===== src/sv/gtd_pkg.sv =====
// shared types, codes and the character decode for the grid transposition decoder
// no dependencies
package gtd_pkg;

	localparam int MAX_ROWS_DEF = 64;
	localparam int MAX_COLS_DEF = 64;

	localparam logic [1:0] CMD_LOAD  = 2'd0;
	localparam logic [1:0] CMD_EOR   = 2'd1;
	localparam logic [1:0] CMD_DRAIN = 2'd2;
	localparam logic [1:0] CMD_NEW   = 2'd3;

	localparam logic [7:0] CH_UNDERSCORE = 8'd95;
	localparam logic [7:0] CH_BACKSLASH  = 8'd92;
	localparam logic [7:0] CH_SPACE      = 8'd32;
	localparam logic [7:0] CH_NEWLINE    = 8'd10;

	typedef struct packed {
		logic [1:0] cmd;
		logic [7:0] in_char;
	} gtd_in_t;

	typedef struct packed {
		logic [7:0] out_char;
		logic       last;
	} gtd_out_t;

	// read tag that travels alongside the grid read
	typedef struct packed {
		logic valid;
		logic last;
	} gtd_meta_t;

	function automatic logic [7:0] gtd_decode(input logic [7:0] ch);
		logic [7:0] r;
		if (ch == CH_UNDERSCORE) begin
			r = CH_SPACE;
		end else if (ch == CH_BACKSLASH) begin
			r = CH_NEWLINE;
		end else begin
			r = ch;
		end
		return r;
	endfunction

endpackage


===== src/sv/gtd_out.sv =====
// character decode and result register
// depends on gtd_pkg
module gtd_out (
	input  logic               clk,
	input  logic               arst_n,
	input  gtd_pkg::gtd_meta_t meta,
	input  logic [7:0]         rdata,
	output gtd_pkg::gtd_out_t  result,
	output logic               strobe
);
	import gtd_pkg::*;

	gtd_out_t result_q;
	logic     strobe_q;

	always_ff @(posedge clk or negedge arst_n) begin
		if (!arst_n) begin
			strobe_q <= 1'b0;
		end else begin
			strobe_q <= meta.valid;
		end
	end

	always_ff @(posedge clk) begin
		if (meta.valid) begin
			result_q.out_char <= gtd_decode(rdata);
			result_q.last     <= meta.last;
		end
	end

	assign result = result_q;
	assign strobe = strobe_q;
endmodule


===== config.mk =====
export PLATFORM = sky130hd
export DESIGN_NAME = gtd_out
export DESIGN_NICKNAME = d
export VERILOG_FILES = /design/src/sv/gtd_pkg.sv /design/src/sv/gtd_out.sv
export SDC_FILE = /design/constraint.sdc
export NUM_CORES = 1
export LEC_CHECK = 0
export BUFFER_PORTS_ARGS = -buffer_cell sky130_fd_sc_hd__buf_2
export CAP_MARGIN = 20
export CORE_AREA = 2 2 39 41
export DETAILED_ROUTE_END_ITERATION = 10
export DIE_AREA = 0 0 41 43
export SLEW_MARGIN = 20
export SYNTH_ARGS = -nofsm -noshare
export SYNTH_HDL_FRONTEND = slang
export SYNTH_SLANG_ARGS = --single-unit

===== constraint.sdc =====
create_clock -name clk -period 0.8 [get_ports clk]
set_input_delay 0.04 -clock clk [delete_from_list [all_inputs] [get_ports clk]]
set_output_delay 0.04 -clock clk [all_outputs]
set_load 0.005 [all_outputs]

==> impl_metrics.ini <==
[status]
status = complete, no violations

[sta]
timing.final.hold_violations = 0
max_slew_margin_pct = 83.9
timing_worst_slew_pin_value_ps = 240
fmax_mhz = 1270
whs_ps = 20.3
finalMaxSlewViolations = 0
finalSetupViolations = 0
rsz0062_at_grt = true
period_share_pct = 98.1
period_needed_ps = 785

[yosys]
syn-num-nets = 36
avgSynthCellArea_um2 = 17.7
ys_ff_latch = 10
synth_top_area_cell = edfxtp_1
syn_inst = 24
synthFlopType = edfxtp_1
synth.distinct_cells = 13
synth.most_common_cell = edfxtp_1
syn_area_um2 = 424
synthArstFlopShare_pct = 10.0
synth.top_cell.area_share_pct = 63.7
yosysWarningCount = 0
yosysSeqAreaShare_pct = 69.6
yosys-top-cells-count = edfxtp_1, nor2b_1, inv_1
synth_edf_count = 9
synth_area_leaders = edfxtp_1, dfrtp_1, nand4b_4

[power_and_ir_drop]
ir_drop_v = 0.000666
power_per_cell_area_nw_per_um2 = 1840
leakagePower_nw = 0.296

[cells_and_area]
area_growth_pct = 55.5
final_nets = 67
utilization_pct = 47.6
antennaDiodeCount = 0
stdcell_area_um2 = 659
drive_gt1_share_pct = 61.1

[floorplanning]
io_pins = 22
start_util_pct = 30.7
die_area_um2 = 1760
core_area_um2 = 1380
die_x_um = 41
fp-row-count = 14
dieHeight_um = 43

[detailed_routing]
drc_errors = 0
first_pass_iters = 2
routedWlPerCell_um = 8.86
vias = 290
wirelength_um = 620
drtAntennaViolNets = 0
initialDrtViolationCount = 1
via_per_inst = 4.14

[global_route]
grt_start_max_net_pins = 11
first_global_vias = 244
grt_remaining_overflow = 0
grt_pass1_wl_um = 945
antenna_found_initial = 0
track_usage_pct = 8.80

[hold_path]
hp-class = in -> reg

[clocking]
cts_buffer_depth = 2
cts_root_buffer = clkbuf_4
htreeDepth = 1
post_cts_resized = 0
cts.sinks = 10
cts_tree = yes
cts.reportedPaths.clkPinSlew_ps = 60
post-cts-setup-buffer-count = 0
cts_buffers = 3

[critical_path]
cp.arrival_ps = 750
end_kind = output port
critPathBufInv = 1
cp_slowest_cell = edfxtp_1
cp_max_fo = 1
worstPathRequired_ps = 760
worstSetupStartpointType = register
path_cells = buf_2
crit_type = reg -> out
slowest_delay_ps = 360
critPathTopFamily = flip-flops

[placed_design]
dpl_cell_area_um2 = 603
gp_congestion = 0.729
port_buffers = 21

[job]
cap_violations = 0
[cell usage in the layout (no fill, tap or decap)]
cell            n
a31o_1          1
edfxtp_1        9
a21boi_1        1
nor4b_4         1
nand4b_4        1
xor2_4          1
inv_1           2
dfrtp_1         1
buf_4           4
nor2b_1         3
a31oi_1         1
dlygate4sd3_1   2
mux2i_1         1
clkbuf_8        1
buf_2          21
nor3b_4         1
clkbuf_4        3
[layer usage]
layer	GRT usage [%]	vias to the layer above	wire length (um)
li1	-	147	-
met4	12.0	0	7
met2	10.3	16	308
met1	9.93	125	233
met5	0	-	0
met3	3.14	2	71
[where the power goes]
part	switching (W)	leakage [nW]	internal (W)
logic	0.0000697	0.175	0.0000881
clock network	0.000159	0.0210	0.000276
registers	0.00000702	0.0997	0.000614
total	0.000236	0.296	0.000978
[through the flow]
step	setup WS (ps)	power [W]	std cells	setup TNS, ps
final	15.0	0.00121	70	0
after global routing	-54.2	0.00129	70	-257
after CTS	-8.16	0.00124	70	-18.7
after detailed placement	-198	0.000787	64	-1200
after global placement	-191	0.000785	64	-1190
after floorplan	-21.5	0.000680	24	-55.6
[registers in the layout (all words and copies together), names as in the netlist]
| name | flops |
|---|---|
| strobe | 1 |
| result | 9 |
[final cells by class]
| class | count | area, um2 |
|---|---|---|
| clock buffer | 4 | 36.3 |
| fill | 139 | 724 |
| inverter | 2 | 7.51 |
| multi-input combinational | 11 | 145 |
| sequential | 10 | 295 |
| tap | 16 | 20.0 |
| timing repair buffer | 27 | 155 |
[worst paths after layout]
check | endpoint | start | slack [ps] | cells past startpoint
max | result[2] | result[2] | 10 | 1
max in group asynchronous | strobe | arst_n | 640 | 2
min in group asynchronous | strobe | arst_n | 80 | 2
min | strobe | meta[1] | 20 | 1
[cell families (layout without fill, tap and decap cells)]
kind of cell	after synthesis	after routing	synth area share [%]
flip-flops	10	10	69.6
AND/OR/NAND/NOR	6	6	18.0
AO/OA/AOI/OAI	3	3	5.31
buffers and inverters	3	33	2.65
XOR/XNOR	1	1	2.07
multiplexers	1	1	2.36
[timing repair]
action,in CTS,in global routing
hold buffers,2,0
cloned,0,0
hold endpoints to repair,2,0
setup endpoints to repair,3,10
Note: power is estimated with default switching activity, not from simulation.
