**src/sv/gtd_pkg.sv**
```systemverilog
// shared types, codes and the character decode for the grid transposition decoder
// no dependencies
package gtd_pkg;

	localparam int MAX_ROWS_DEF = 64;
	localparam int MAX_COLS_DEF = 64;

	localparam logic [1:0] CMD_LOAD  = 2'd0;
	localparam logic [1:0] CMD_EOR   = 2'd1;
	localparam logic [1:0] CMD_DRAIN = 2'd2;
	localparam logic [1:0] CMD_NEW   = 2'd3;

	localparam logic [7:0] CH_UNDERSCORE = 8'd95;
	localparam logic [7:0] CH_BACKSLASH  = 8'd92;
	localparam logic [7:0] CH_SPACE      = 8'd32;
	localparam logic [7:0] CH_NEWLINE    = 8'd10;

	typedef struct packed {
		logic [1:0] cmd;
		logic [7:0] in_char;
	} gtd_in_t;

	typedef struct packed {
		logic [7:0] out_char;
		logic       last;
	} gtd_out_t;

	// read tag that travels alongside the grid read
	typedef struct packed {
		logic valid;
		logic last;
	} gtd_meta_t;

	function automatic logic [7:0] gtd_decode(input logic [7:0] ch);
		logic [7:0] r;
		if (ch == CH_UNDERSCORE) begin
			r = CH_SPACE;
		end else if (ch == CH_BACKSLASH) begin
			r = CH_NEWLINE;
		end else begin
			r = ch;
		end
		return r;
	endfunction

endpackage

```
**src/sv/gtd_ctrl.sv**
```systemverilog
// command register, load/drain sequencer and grid addressing
// depends on gtd_pkg
module gtd_ctrl #(
	parameter int MAX_ROWS = gtd_pkg::MAX_ROWS_DEF,
	parameter int MAX_COLS = gtd_pkg::MAX_COLS_DEF,
	parameter int AW       = 12
) (
	input  logic               clk,
	input  logic               arst_n,
	input  logic               accept,
	input  gtd_pkg::gtd_in_t   item,
	output logic               we,
	output logic [AW-1:0]      waddr,
	output logic [7:0]         wdata,
	output logic               re,
	output logic [AW-1:0]      raddr,
	output gtd_pkg::gtd_meta_t meta
);
	import gtd_pkg::*;

	localparam int RCW = $clog2(MAX_ROWS + 1);
	localparam int CCW = $clog2(MAX_COLS + 1);
	localparam int RIW = (MAX_ROWS > 1) ? $clog2(MAX_ROWS) : 1;
	localparam int CIW = (MAX_COLS > 1) ? $clog2(MAX_COLS) : 1;
	localparam logic [RCW-1:0] ROWS_C = RCW'(MAX_ROWS);
	localparam logic [CCW-1:0] COLS_C = CCW'(MAX_COLS);

	typedef enum logic [1:0] {
		PH_LOAD,
		PH_DRAIN,
		PH_DONE
	} phase_t;

	gtd_in_t   item_s1;
	logic      valid_s1;
	gtd_meta_t meta_s2;

	phase_t         phase_q, phase_d;
	logic [RCW-1:0] rows_q, rows_d, krow_q, krow_d, rrow_q, rrow_d;
	logic [CCW-1:0] width_q, width_d, wcol_q, wcol_d, kcol_q, kcol_d, rcol_q, rcol_d;
	logic           kf_q, kf_d;
	gtd_meta_t      meta_d;

	always_ff @(posedge clk or negedge arst_n) begin
		if (!arst_n) begin
			valid_s1 <= 1'b0;
		end else begin
			valid_s1 <= accept;
		end
	end

	always_ff @(posedge clk) begin
		if (accept) begin
			item_s1 <= item;
		end
	end

	always_comb begin
		logic           do_end;
		logic [RCW-1:0] rc_e, rc_use, prow;
		logic [CCW-1:0] w_e, limit, pcol;
		logic           empty, go, is_last;
		phase_d  = phase_q;
		rows_d   = rows_q;
		width_d  = width_q;
		wcol_d   = wcol_q;
		kcol_d   = kcol_q;
		krow_d   = krow_q;
		kf_d     = kf_q;
		rcol_d   = rcol_q;
		rrow_d   = rrow_q;
		meta_d   = '0;
		we       = 1'b0;
		waddr    = {rows_q[RIW-1:0], wcol_q[CIW-1:0]};
		wdata    = item_s1.in_char;
		re       = 1'b0;
		go       = 1'b0;
		is_last  = 1'b0;
		prow     = rrow_q;
		pcol     = rcol_q;
		rc_use   = rows_q;
		// implied end of a partly loaded row at the first drain request
		do_end   = (wcol_q != '0) && (rows_q < ROWS_C);
		rc_e     = do_end ? rows_q + RCW'(1) : rows_q;
		w_e      = (do_end && rows_q == '0) ? wcol_q : width_q;
		limit    = (rows_q == '0) ? COLS_C : width_q;
		empty    = !kf_q || rc_e == '0 || w_e == '0 || kcol_q >= w_e || krow_q >= rc_e;
		if (valid_s1) begin
			unique case (item_s1.cmd)
				CMD_LOAD: begin
					if (phase_q == PH_LOAD && rows_q < ROWS_C && wcol_q < COLS_C) begin
						we = 1'b1;
						if (item_s1.in_char != CH_UNDERSCORE && wcol_q < limit &&
								(!kf_q || wcol_q < kcol_q)) begin
							kf_d   = 1'b1;
							kcol_d = wcol_q;
							krow_d = rows_q;
						end
						wcol_d = wcol_q + CCW'(1);
					end
				end
				CMD_EOR: begin
					if (phase_q == PH_LOAD && rows_q < ROWS_C) begin
						if (rows_q == '0) begin
							width_d = wcol_q;
						end
						rows_d = rows_q + RCW'(1);
						wcol_d = '0;
					end
				end
				CMD_NEW: begin
					phase_d = PH_LOAD;
					rows_d  = '0;
					width_d = '0;
					wcol_d  = '0;
					kcol_d  = '1;
					krow_d  = '0;
					kf_d    = 1'b0;
					rcol_d  = '0;
					rrow_d  = '0;
				end
				CMD_DRAIN: begin
					if (phase_q == PH_LOAD) begin
						rows_d  = rc_e;
						width_d = w_e;
						if (do_end) begin
							wcol_d = '0;
						end
						if (empty) begin
							phase_d = PH_DONE;
						end else begin
							go     = 1'b1;
							prow   = rc_e - RCW'(1);
							pcol   = w_e - CCW'(1);
							rc_use = rc_e;
						end
					end else if (phase_q == PH_DRAIN) begin
						go = 1'b1;
					end
					if (go) begin
						re          = 1'b1;
						is_last     = (prow == krow_q) && (pcol == kcol_q);
						meta_d.valid = 1'b1;
						meta_d.last  = is_last;
						phase_d     = PH_DRAIN;
						if (is_last) begin
							phase_d = PH_DONE;
						end else if (prow == '0) begin
							if (pcol == '0) begin
								phase_d = PH_DONE;
							end else begin
								rcol_d = pcol - CCW'(1);
								rrow_d = rc_use - RCW'(1);
							end
						end else begin
							rrow_d = prow - RCW'(1);
							rcol_d = pcol;
						end
					end
				end
				default: begin
				end
			endcase
		end
		raddr = {prow[RIW-1:0], pcol[CIW-1:0]};
	end

	always_ff @(posedge clk or negedge arst_n) begin
		if (!arst_n) begin
			phase_q <= PH_LOAD;
			rows_q  <= '0;
			width_q <= '0;
			wcol_q  <= '0;
			kcol_q  <= '1;
			krow_q  <= '0;
			kf_q    <= 1'b0;
			rcol_q  <= '0;
			rrow_q  <= '0;
			meta_s2 <= '0;
		end else begin
			phase_q <= phase_d;
			rows_q  <= rows_d;
			width_q <= width_d;
			wcol_q  <= wcol_d;
			kcol_q  <= kcol_d;
			krow_q  <= krow_d;
			kf_q    <= kf_d;
			rcol_q  <= rcol_d;
			rrow_q  <= rrow_d;
			meta_s2 <= meta_d;
		end
	end

	assign meta = meta_s2;
endmodule

```
**config.mk**
```make
export PLATFORM = sky130hd
export DESIGN_NAME = gtd_ctrl
export DESIGN_NICKNAME = d
export VERILOG_FILES = /design/src/sv/gtd_pkg.sv /design/src/sv/gtd_ctrl.sv
export SDC_FILE = /design/constraint.sdc
export NUM_CORES = 1
export LEC_CHECK = 0
export BUFFER_PORTS_ARGS = -buffer_cell sky130_fd_sc_hd__buf_2
export CORE_MARGIN = 5
export CORE_UTILIZATION = 50
export DETAILED_ROUTE_END_ITERATION = 10
export PLACE_DENSITY = 0.69
export SLEW_MARGIN = 20
export SYNTH_ARGS = -nofsm -noshare
export SYNTH_HDL_FRONTEND = slang
export SYNTH_SLANG_ARGS = --single-unit
```
**constraint.sdc**
```tcl
create_clock -name clk -period 7.6 [get_ports clk]
set_clock_uncertainty 0.05 [all_clocks]
set_input_delay 0.76 -clock clk [delete_from_list [all_inputs] [get_ports clk]]
set_output_delay 0.76 -clock clk [all_outputs]
set_load 0.03 [all_outputs]
```
==> results of run 1 <==
[path summary, 6_finish.rpt]
check,startpoint,end,slack (ns),cells after the start
worst max-delay path,wcol_q[0]$_DFFE_PN0P_,raddr[9],1.17,14
worst min-delay path,arst_n,wcol_q[3]$_DFFE_PN0P_,0.48,2
worst max register to register,wcol_q[0]$_DFFE_PN0P_,rrow_q[2]$_DFFE_PN0P_,1.27,18
worst min register to register,rcol_q[6]$_DFFE_PN0P_,rcol_q[6]$_DFFE_PN0P_,0.51,1
max in group asynchronous,arst_n,rrow_q[3]$_DFFE_PN0P_,6.55,2
min in group clk,rcol_q[6]$_DFFE_PN0P_,rcol_q[6]$_DFFE_PN0P_,0.51,1
[cell usage after synthesis (all sizes together), types with 3 or more instances]
cell | count | share of area
o221ai | 4 | 0.0077
dfrtp | 48 | 0.22
inv | 41 | 0.029
nand2 | 58 | 0.041
xnor2 | 31 | 0.050
o22ai | 13 | 0.015
mux2 | 6 | 0.013
nand4 | 10 | 0.012
dfstp | 7 | 0.034
nor3 | 9 | 0.0084
or2 | 5 | 0.0058
or4b | 3 | 0.0063
nor2b | 3 | 0.0035
edfxtp | 10 | 0.056
nand3 | 15 | 0.016
a21o | 11 | 0.015
a211oi | 10 | 0.014
or3 | 7 | 0.0081
xor2 | 11 | 0.018
nand2b | 6 | 0.0070
buf | 27 | 0.038
and3 | 4 | 0.0046
nor4 | 4 | 0.0046
o21ai | 37 | 0.034
o211ai | 4 | 0.0081
nand4b | 3 | 0.0049
a21boi | 4 | 0.0056
a21oi | 35 | 0.033
a22o | 7 | 0.011
and2 | 3 | 0.0040
a2111oi | 3 | 0.012
a211o | 3 | 0.0049
o21a | 5 | 0.0070
mux2i | 21 | 0.039
a221oi | 3 | 0.0049
nor4b | 3 | 0.0060
nor2 | 39 | 0.027
o31ai | 3 | 0.0042
or4 | 4 | 0.0056
o2bb2ai | 7 | 0.011
and4 | 3 | 0.0049
ha | 28 | 0.065
a31oi | 9 | 0.010
clkbuf | 27 | 0.019
[metrics by stage]
stage / power, mW / util / instances / setup slack (ns)
after detailed placement: 1.66 / 0.529 / 754 / 1.43
after global placement: 1.65 / 0.529 / 754 / 1.67
final: 2.01 / 0.550 / 770 / 1.17
after global routing: 2.15 / 0.550 / 770 / 0.812
after floorplan: 1.39 / - / 621 / 1.71
after CTS: 1.99 / 0.550 / 770 / 1.22
[power by group]
group,switching [mW],internal [mW],total (mW),leakage [nW]
clock network,0.140,0.183,0.323,0.106
logic,0.718,0.456,1.17,1.59
registers,0.101,0.413,0.514,0.826
total,0.958,1.05,2.01,2.53
[cells by family after synthesis]
logic type | Yosys count | share of synthesized area
AND/OR/NAND/NOR | 184 | 0.178
AO/OA/AOI/OAI | 180 | 0.239
buffers and inverters | 95 | 0.0853
flip-flops | 65 | 0.313
XOR/XNOR | 42 | 0.0683
adder cells (fa/ha/maj) | 28 | 0.0651
multiplexers | 27 | 0.0516
[layout make-up]
class                      instances  area [µm²]  share of cell area
clock buffer                      10         128              0.0223
sequential                        65        1690               0.294
tap                              136         170              0.0297
clock inverter                     6        82.6              0.0144
inverter                          41         154              0.0269
timing repair buffer              51         263              0.0458
multi-input combinational        461        3250               0.567
[sequential cells by signal, summed over array words and instances, names as in the netlist]
signal,count
wdata,8
kcol_q,7
krow_q,7
rcol_q,7
rows_q,7
rrow_q,7
wcol_q,7
width_q,7
item_s1,2
meta,2
phase_q,2
kf_q,1
valid_s1,1
[metal layers]
layer  vias to the layer above  global-route usage  share of wire
li1                       2265                   -              -
met1                      2388               0.309           0.42
met2                       207               0.397           0.48
met3                        31              0.0594          0.082
met4                         0              0.0801          0.021
met5                         -                   0              0
[worst reg2reg max path, delay by kind of cell (launching register included)]
kind | cells | cell delay, ns
AO/OA/AOI/OAI | 8 | 2.46
XOR/XNOR | 1 | 0.38
adder cells (fa/ha/maj) | 3 | 0.91
buffers and inverters | 1 | 0.16
flip-flops | 1 | 0.51
AND/OR/NAND/NOR | 5 | 1.78
==> qor.txt, run 1 <==
STATUS
-----------------------------------------------------------------------------------------------
Status                                                                             finished, final reports clean

GRT
-----------------------------------------------------------------------------------------------
Pin count of the biggest net entering global routing                                         56
Overflow after GRT                                                                            0
Number of global-route vias before repair                                                  4685
Wire length of the first global-routing pass                                           24500 µm
GRT Resource Usage Total                                                                  0.241
Number of antenna violations at the first check in global routing                             0

FLOORPLAN
-----------------------------------------------------------------------------------------------
Standard-cell row count                                                                      37
Placeable Area                                                                       0.0104 mm²
Area of the die                                                                      0.0129 mm²
Die X                                                                                    114 µm
Starting Density                                                                          0.517
DIE HEIGHT                                                                               114 µm
Number of placed I/O pins                                                                    49

YOSYS
-----------------------------------------------------------------------------------------------
Synth async-reset ratio                                                                   0.846
Net count after synthesis                                                                   662
Post-synthesis instance area                                                        0.00538 mm²
Count of different cell masters after synthesis                                              77
Most common flop cell mapped by yosys                                              sky130_fd_sc_hd__dfrtp_1
Post-synthesis cell count                                                                   621
Syn avg cell area                                                                      8.67 µm²
#FFs+latches synth                                                                           65
EDFF count, synth                                                                            10
Part of the Yosys area used for sequential elements                                       0.313
Total number of yosys warnings                                                                0

WORST SETUP PATH
-----------------------------------------------------------------------------------------------
Slowest CP cell                                                                    sky130_fd_sc_hd__or4b_1
Top delay family on crit path                                                      simple AND/OR/NAND/NOR gates
Crit-path max FO                                                                             20
Sum of buffers and inverters on the critical path                                             2
Kind of end point of the critical path                                               output pin
Required arrival time at the worst endpoint                                             6.79 ns
CP arrival                                                                              5.62 ns
Crit-path cells                                                                    inv_1, ha_1, or4b_1, o211a_1, xnor2_1, ha_1, a21oi_1, a21oi_1, or4b_4, a2111oi_4, and2_4, nand3_1, mux2_2, buf_2
Element type at the critical path start                                               flip-flop
Largest stage delay on the critical path                                                0.58 ns
Setup CP Type                                                                      flip-flop to output pin

STA
-----------------------------------------------------------------------------------------------
Min Tclk post-route                                                                     6.43 ns
Slew HR                                                                                   0.454
Setup TNS                                                                                  0 ns
Final number of max-transition violations                                                     0
Post-route worst hold slack                                                            0.475 ns
Final setup violation count                                                                   0
RSZ-0062 raised after global routing                                                         no
Achievable Freq                                                                         156 MHz
Slew of the pin with the lowest slew margin                                            0.817 ns
Final Hold Vio Count                                                                          0
Final critical-path share of the clock period                                             0.846

DRT
-----------------------------------------------------------------------------------------------
Total number of vias                                                                       4891
Total detailed-routing wirelength                                                      15100 µm
Number of optimization iterations in the first detailed-route pass                            8
Post-DR wirelength/cell                                                                 19.7 µm
DRC violations left                                                                           0
Number of vias per cell after detailed routing                                             6.35
Antenna-violating nets left                                                                   0
First-iteration detailed-routing DRC count                                                  344

FINISH
-----------------------------------------------------------------------------------------------
Antenna diode count                                                                           0
Nets@finish                                                                                 670
Most frequent cells in the layout                                                  sky130_fd_sc_hd__nand2_1, sky130_fd_sc_hd__buf_2, sky130_fd_sc_hd__dfrtp_1, sky130_fd_sc_hd__inv_1, sky130_fd_sc_hd__nor2_1
Most common cell after layout, fill and taps aside                                 sky130_fd_sc_hd__nand2_1
Final standard cell area without fillers                                            0.00573 mm²
Area growth from synthesis to final layout                                                6.49%
Share of cells above drive strength 1                                                     0.153
Number of fillers in the final layout                                                       989

CLOCK TREE
-----------------------------------------------------------------------------------------------
Count of hold buffers inserted by post-cts repair                                             0
Number of instances resized during post-cts repair                                            0
CTS HTree Levels                                                                              3
Maximum clock path buffer count                                                               2
Clock input transition at the sequential cells of the worst setup and hold paths        0.07 ns
Insertion delay to the later sink of the worst-skew pair                                0.37 ns
CTS sink count                                                                               65
Postcts setup bufs                                                                            0
Root buf cell                                                                      sky130_fd_sc_hd__clkbuf_8
TritonCTS clock tree                                                                        yes
Number of clock buffers inserted by TritonCTS                                                 9

PLACEMENT
-----------------------------------------------------------------------------------------------
Placed inst area                                                                    0.00551 mm²
Port buffer count                                                                            48
Detailed placement HPWL                                                                11300 µm
Routability Congestion                                                                    0.950

WORST HOLD PATH
-----------------------------------------------------------------------------------------------
Hold/Removal Path Class                                                            input pin to asynchronous set/reset pin

POWER
-----------------------------------------------------------------------------------------------
Max rail drop VDD                                                                        211 µV
Static leakage                                                                          2.53 nW
Power density cells                                                                  351 mW/mm²

RUN
-----------------------------------------------------------------------------------------------
Maxcap violations                                                                             0

(Power assumes the default switching activity.)
==> run 2: changes to the inputs <==
ABC_AREA = 1   (was not set)
clock period = 6.5 ns   (was 7.6 ns; I/O delays follow)
==> run 2 against run 1 <==
Effect of this change: utilization is 1.1 points lower; global-route usage is 1.7 points lower; setup slack better by 0.081 ns; wire length is 6.9% lower; die area is 0.81% higher; first-iteration DRC count is 3.8% lower.
==> qor.txt, run 2 <==
YOSYS
-----------------------------------------------------------------------------------------------
Cell types with the highest counts after synthesis                                 sky130_fd_sc_hd__nand2_1, sky130_fd_sc_hd__inv_1, sky130_fd_sc_hd__nor2_1, sky130_fd_sc_hd__nand3_1, sky130_fd_sc_hd__dfrtp_1
Cell with the most instances after synthesis                                       sky130_fd_sc_hd__nand2_1
Synth async-reset ratio                                                                   0.846
#FFs+latches synth                                                                           65
Proportion of synthesized area in mux cells                                                   0
Synthesized-area fraction occupied by and/or/nand/nor cells                               0.358
Adder and majority cell fraction of the synthesized area                                 0.0645
Area fraction in compound gates after synthesis                                           0.120
Most common flop cell mapped by yosys                                              sky130_fd_sc_hd__dfrtp_1
Area share of the leading cell type in the synthesized netlist                            0.221
Post-synth top area cell                                                           sky130_fd_sc_hd__dfrtp_1
Syn avg cell area                                                                      7.08 µm²
Part of the Yosys area used for sequential elements                                       0.310
Main area contributors after synthesis                                             sky130_fd_sc_hd__dfrtp_1, sky130_fd_sc_hd__nand2_1, sky130_fd_sc_hd__inv_1
EDFF count, synth                                                                            10
Dominant combinational cell family by area after synthesis                         simple AND/OR/NAND/NOR gates
Total number of yosys warnings                                                                0
Net count after synthesis                                                                   808
Post-synthesis cell count                                                                   767
Fraction of synthesized cell area in xor and xnor cells                                  0.0194
Post-synthesis instance area                                                        0.00543 mm²
Count of different cell masters after synthesis                                              50

WORST SETUP PATH
-----------------------------------------------------------------------------------------------
Endpoint of the lowest-slack register-to-register path                             rrow_q[4]$_DFFE_PN0P_
Required arrival time at the worst endpoint                                             5.80 ns
Worst reg2reg path startpoint                                                      wcol_q[0]$_DFFE_PN0P_
Element type at the critical path start                                               flip-flop
Setup CP Type                                                                      flip-flop to output pin
Crit-path max FO                                                                             28
Setup slack of the most critical reg-to-reg path                                        1.37 ns
Kind of end point of the critical path                                               output pin
Cell count of the worst reg-to-reg path                                                      28
CP arrival                                                                              4.55 ns

PLACEMENT
-----------------------------------------------------------------------------------------------
Port buffer count                                                                            48
Detailed placement HPWL                                                                11000 µm
Routability Congestion                                                                    0.921
Cell total after placement                                                                  923

DRT
-----------------------------------------------------------------------------------------------
First-iteration detailed-routing DRC count                                                  331
DRC violations left                                                                           0
Total detailed-routing wirelength                                                      14100 µm
Number of optimization iterations in the first detailed-route pass                            5
Number of vias per cell after detailed routing                                             5.49
Total number of vias                                                                       5163
Post-DR wirelength/cell                                                                 15.0 µm
Antenna-violating nets left                                                                   0

FLOORPLAN
-----------------------------------------------------------------------------------------------
Placeable Area                                                                       0.0107 mm²
DIE HEIGHT                                                                               114 µm
Number of placed I/O pins                                                                    49
Area of the die                                                                      0.0130 mm²
Standard-cell row count                                                                      38
Starting Density                                                                          0.505
Die X                                                                                    114 µm

FINISH
-----------------------------------------------------------------------------------------------
Area growth from synthesis to final layout                                                6.64%
Antenna diode count                                                                           0
Share of the core filled with cells in the final layout                                   0.539
Most frequent cells in the layout                                                  sky130_fd_sc_hd__nand2_1, sky130_fd_sc_hd__inv_1, sky130_fd_sc_hd__nor2_1, sky130_fd_sc_hd__nand3_1, sky130_fd_sc_hd__buf_2
Non-filler cells, final                                                                     940
Share of cells above drive strength 1                                                     0.158
Most common cell after layout, fill and taps aside                                 sky130_fd_sc_hd__nand2_1
Nets@finish                                                                                 836
Max reg flops                                                                                 8

CLOCK TREE
-----------------------------------------------------------------------------------------------
Number of clock buffers inserted by TritonCTS                                                 9
Root buf cell                                                                      sky130_fd_sc_hd__clkbuf_8
Number of instances resized during post-cts repair                                            0
Insertion delay to the later sink of the worst-skew pair                                0.35 ns
CTS sink count                                                                               65
CTS HTree Levels                                                                              3
Postcts setup bufs                                                                            0
Maximum clock path buffer count                                                               2
Count of hold buffers inserted by post-cts repair                                             0
Clock input transition at the sequential cells of the worst setup and hold paths        0.07 ns
TritonCTS clock tree                                                                        yes

STA
-----------------------------------------------------------------------------------------------
Final Hold Vio Count                                                                          0
Final setup violation count                                                                   0
Final critical-path share of the clock period                                             0.807
Setup TNS                                                                                  0 ns
Final number of max-transition violations                                                     0
RSZ-0062 raised after global routing                                                         no
Slew HR                                                                                   0.492
Slew of the pin with the lowest slew margin                                            0.761 ns
Achievable Freq                                                                         191 MHz
Min Tclk post-route                                                                     5.25 ns

STATUS
-----------------------------------------------------------------------------------------------
Status                                                                             finished, final reports clean

WORST HOLD PATH
-----------------------------------------------------------------------------------------------
Hold/Removal Path Class                                                            input pin to asynchronous set/reset pin

GRT
-----------------------------------------------------------------------------------------------
Wire length of the first global-routing pass                                           23600 µm
GRT Resource Usage Total                                                                  0.224
Number of antenna violations at the first check in global routing                             0
Overflow after GRT                                                                            0
Number of global-route vias before repair                                                  4879
Pin count of the biggest net entering global routing                                         56

RUN
-----------------------------------------------------------------------------------------------
Maxcap violations                                                                             0

[run 2: cell count changes in the layout (fill, tap and decap cells not counted), moves of 8 or more]
cell / change
sky130_fd_sc_hd__inv_1: +66
sky130_fd_sc_hd__nand3_1: +38
sky130_fd_sc_hd__nand4_1: +17
sky130_fd_sc_hd__nand2_1: +157
sky130_fd_sc_hd__nor2_1: +14
sky130_fd_sc_hd__nand2_2: +19
sky130_fd_sc_hd__mux2i_1: -21
sky130_fd_sc_hd__xnor2_1: -30
sky130_fd_sc_hd__a21oi_1: -11
sky130_fd_sc_hd__a211oi_1: -9
sky130_fd_sc_hd__a21o_1: -10
sky130_fd_sc_hd__o21ai_1: +8
[run 2: per-layer routing]
layer | vias up | global-route usage | part of all wire
met1 | 2387 | 0.309 | 0.46
met2 | 180 | 0.354 | 0.45
met5 | - | 0 | 0
met3 | 40 | 0.0423 | 0.059
li1 | 2556 | - | -
met4 | 0 | 0.0728 | 0.026
[run 2: cell type report]
class	count	area [µm²]
clock buffer	12	135
clock inverter	4	45.0
fill	1050	4950
inverter	114	430
multi-input combinational	553	3050
sequential	65	1690
tap	140	175
timing repair buffer	52	268
[run 2: how the worst max path moves through the flow]
| stage | startpoint | end | slack [ns] | cells past startpoint |
|---|---|---|---|---|
| finish | wcol_q[0]$_DFFE_PN0P_ | raddr[4] | 1.25 | 21 |
| global route | wcol_q[0]$_DFFE_PN0P_ | raddr[4] | 0.64 | 21 |
| CTS | wcol_q[0]$_DFFE_PN0P_ | raddr[4] | 1.24 | 21 |
| detailed placement | wcol_q[0]$_DFFE_PN0P_ | rrow_q[4]$_DFFE_PN0P_ | 1.39 | 28 |
| global placement | wcol_q[0]$_DFFE_PN0P_ | rrow_q[4]$_DFFE_PN0P_ | 1.66 | 28 |
| floorplan | wcol_q[0]$_DFFE_PN0P_ | raddr[1] | 2.21 | 28 |
[run 2: critical path, cell delays in order, from the launching register on]
cell	delay [ns]
sky130_fd_sc_hd__dfrtp_1	0.44
sky130_fd_sc_hd__inv_1	0.20
sky130_fd_sc_hd__ha_1	0.19
sky130_fd_sc_hd__inv_1	0.04
sky130_fd_sc_hd__nor2_1	0.16
sky130_fd_sc_hd__nand3_4	0.19
sky130_fd_sc_hd__nand2_4	0.20
sky130_fd_sc_hd__nor2_4	0.06
sky130_fd_sc_hd__o21ai_0	0.42
sky130_fd_sc_hd__inv_1	0.12
sky130_fd_sc_hd__ha_1	0.20
sky130_fd_sc_hd__a2111oi_0	0.34
sky130_fd_sc_hd__nand2_1	0.09
sky130_fd_sc_hd__inv_1	0.07
sky130_fd_sc_hd__nand3_2	0.11
sky130_fd_sc_hd__nor2_8	0.23
sky130_fd_sc_hd__nand3_4	0.31
sky130_fd_sc_hd__nand2_1	0.19
sky130_fd_sc_hd__nand2_1	0.20
sky130_fd_sc_hd__o21ai_0	0.20
sky130_fd_sc_hd__inv_1	0.05
sky130_fd_sc_hd__buf_2	0.17
[run 2: cells by family (layout without fill, tap and decap cells)]
logic type	after synthesis	after routing
compound gates	111	111
simple gates	402	402
flops	65	65
buf+inv	149	182
fa+ha+maj	28	28
xor+xnor	12	12
[run 2: stage by stage]
| stage | setup slack [ns] | cell area (µm²) | hold WS (ns) |
|---|---|---|---|
| 4_1_cts | 1.24 | 5790 | 0.409 |
| 3_3_place_gp | 1.66 | 5610 | 0.422 |
| 6_report | 1.25 | 5790 | 0.392 |
| 2_1_floorplan | 2.21 | 5430 | 0.304 |
| 3_5_place_dp | 1.39 | 5610 | 0.431 |
| 5_1_grt | 0.638 | 5790 | 0.403 |
Power of run 2 is left out: the tool's default activity adds up to more than one toggle a clock period on the data nets, which glitch-free logic cannot reach.
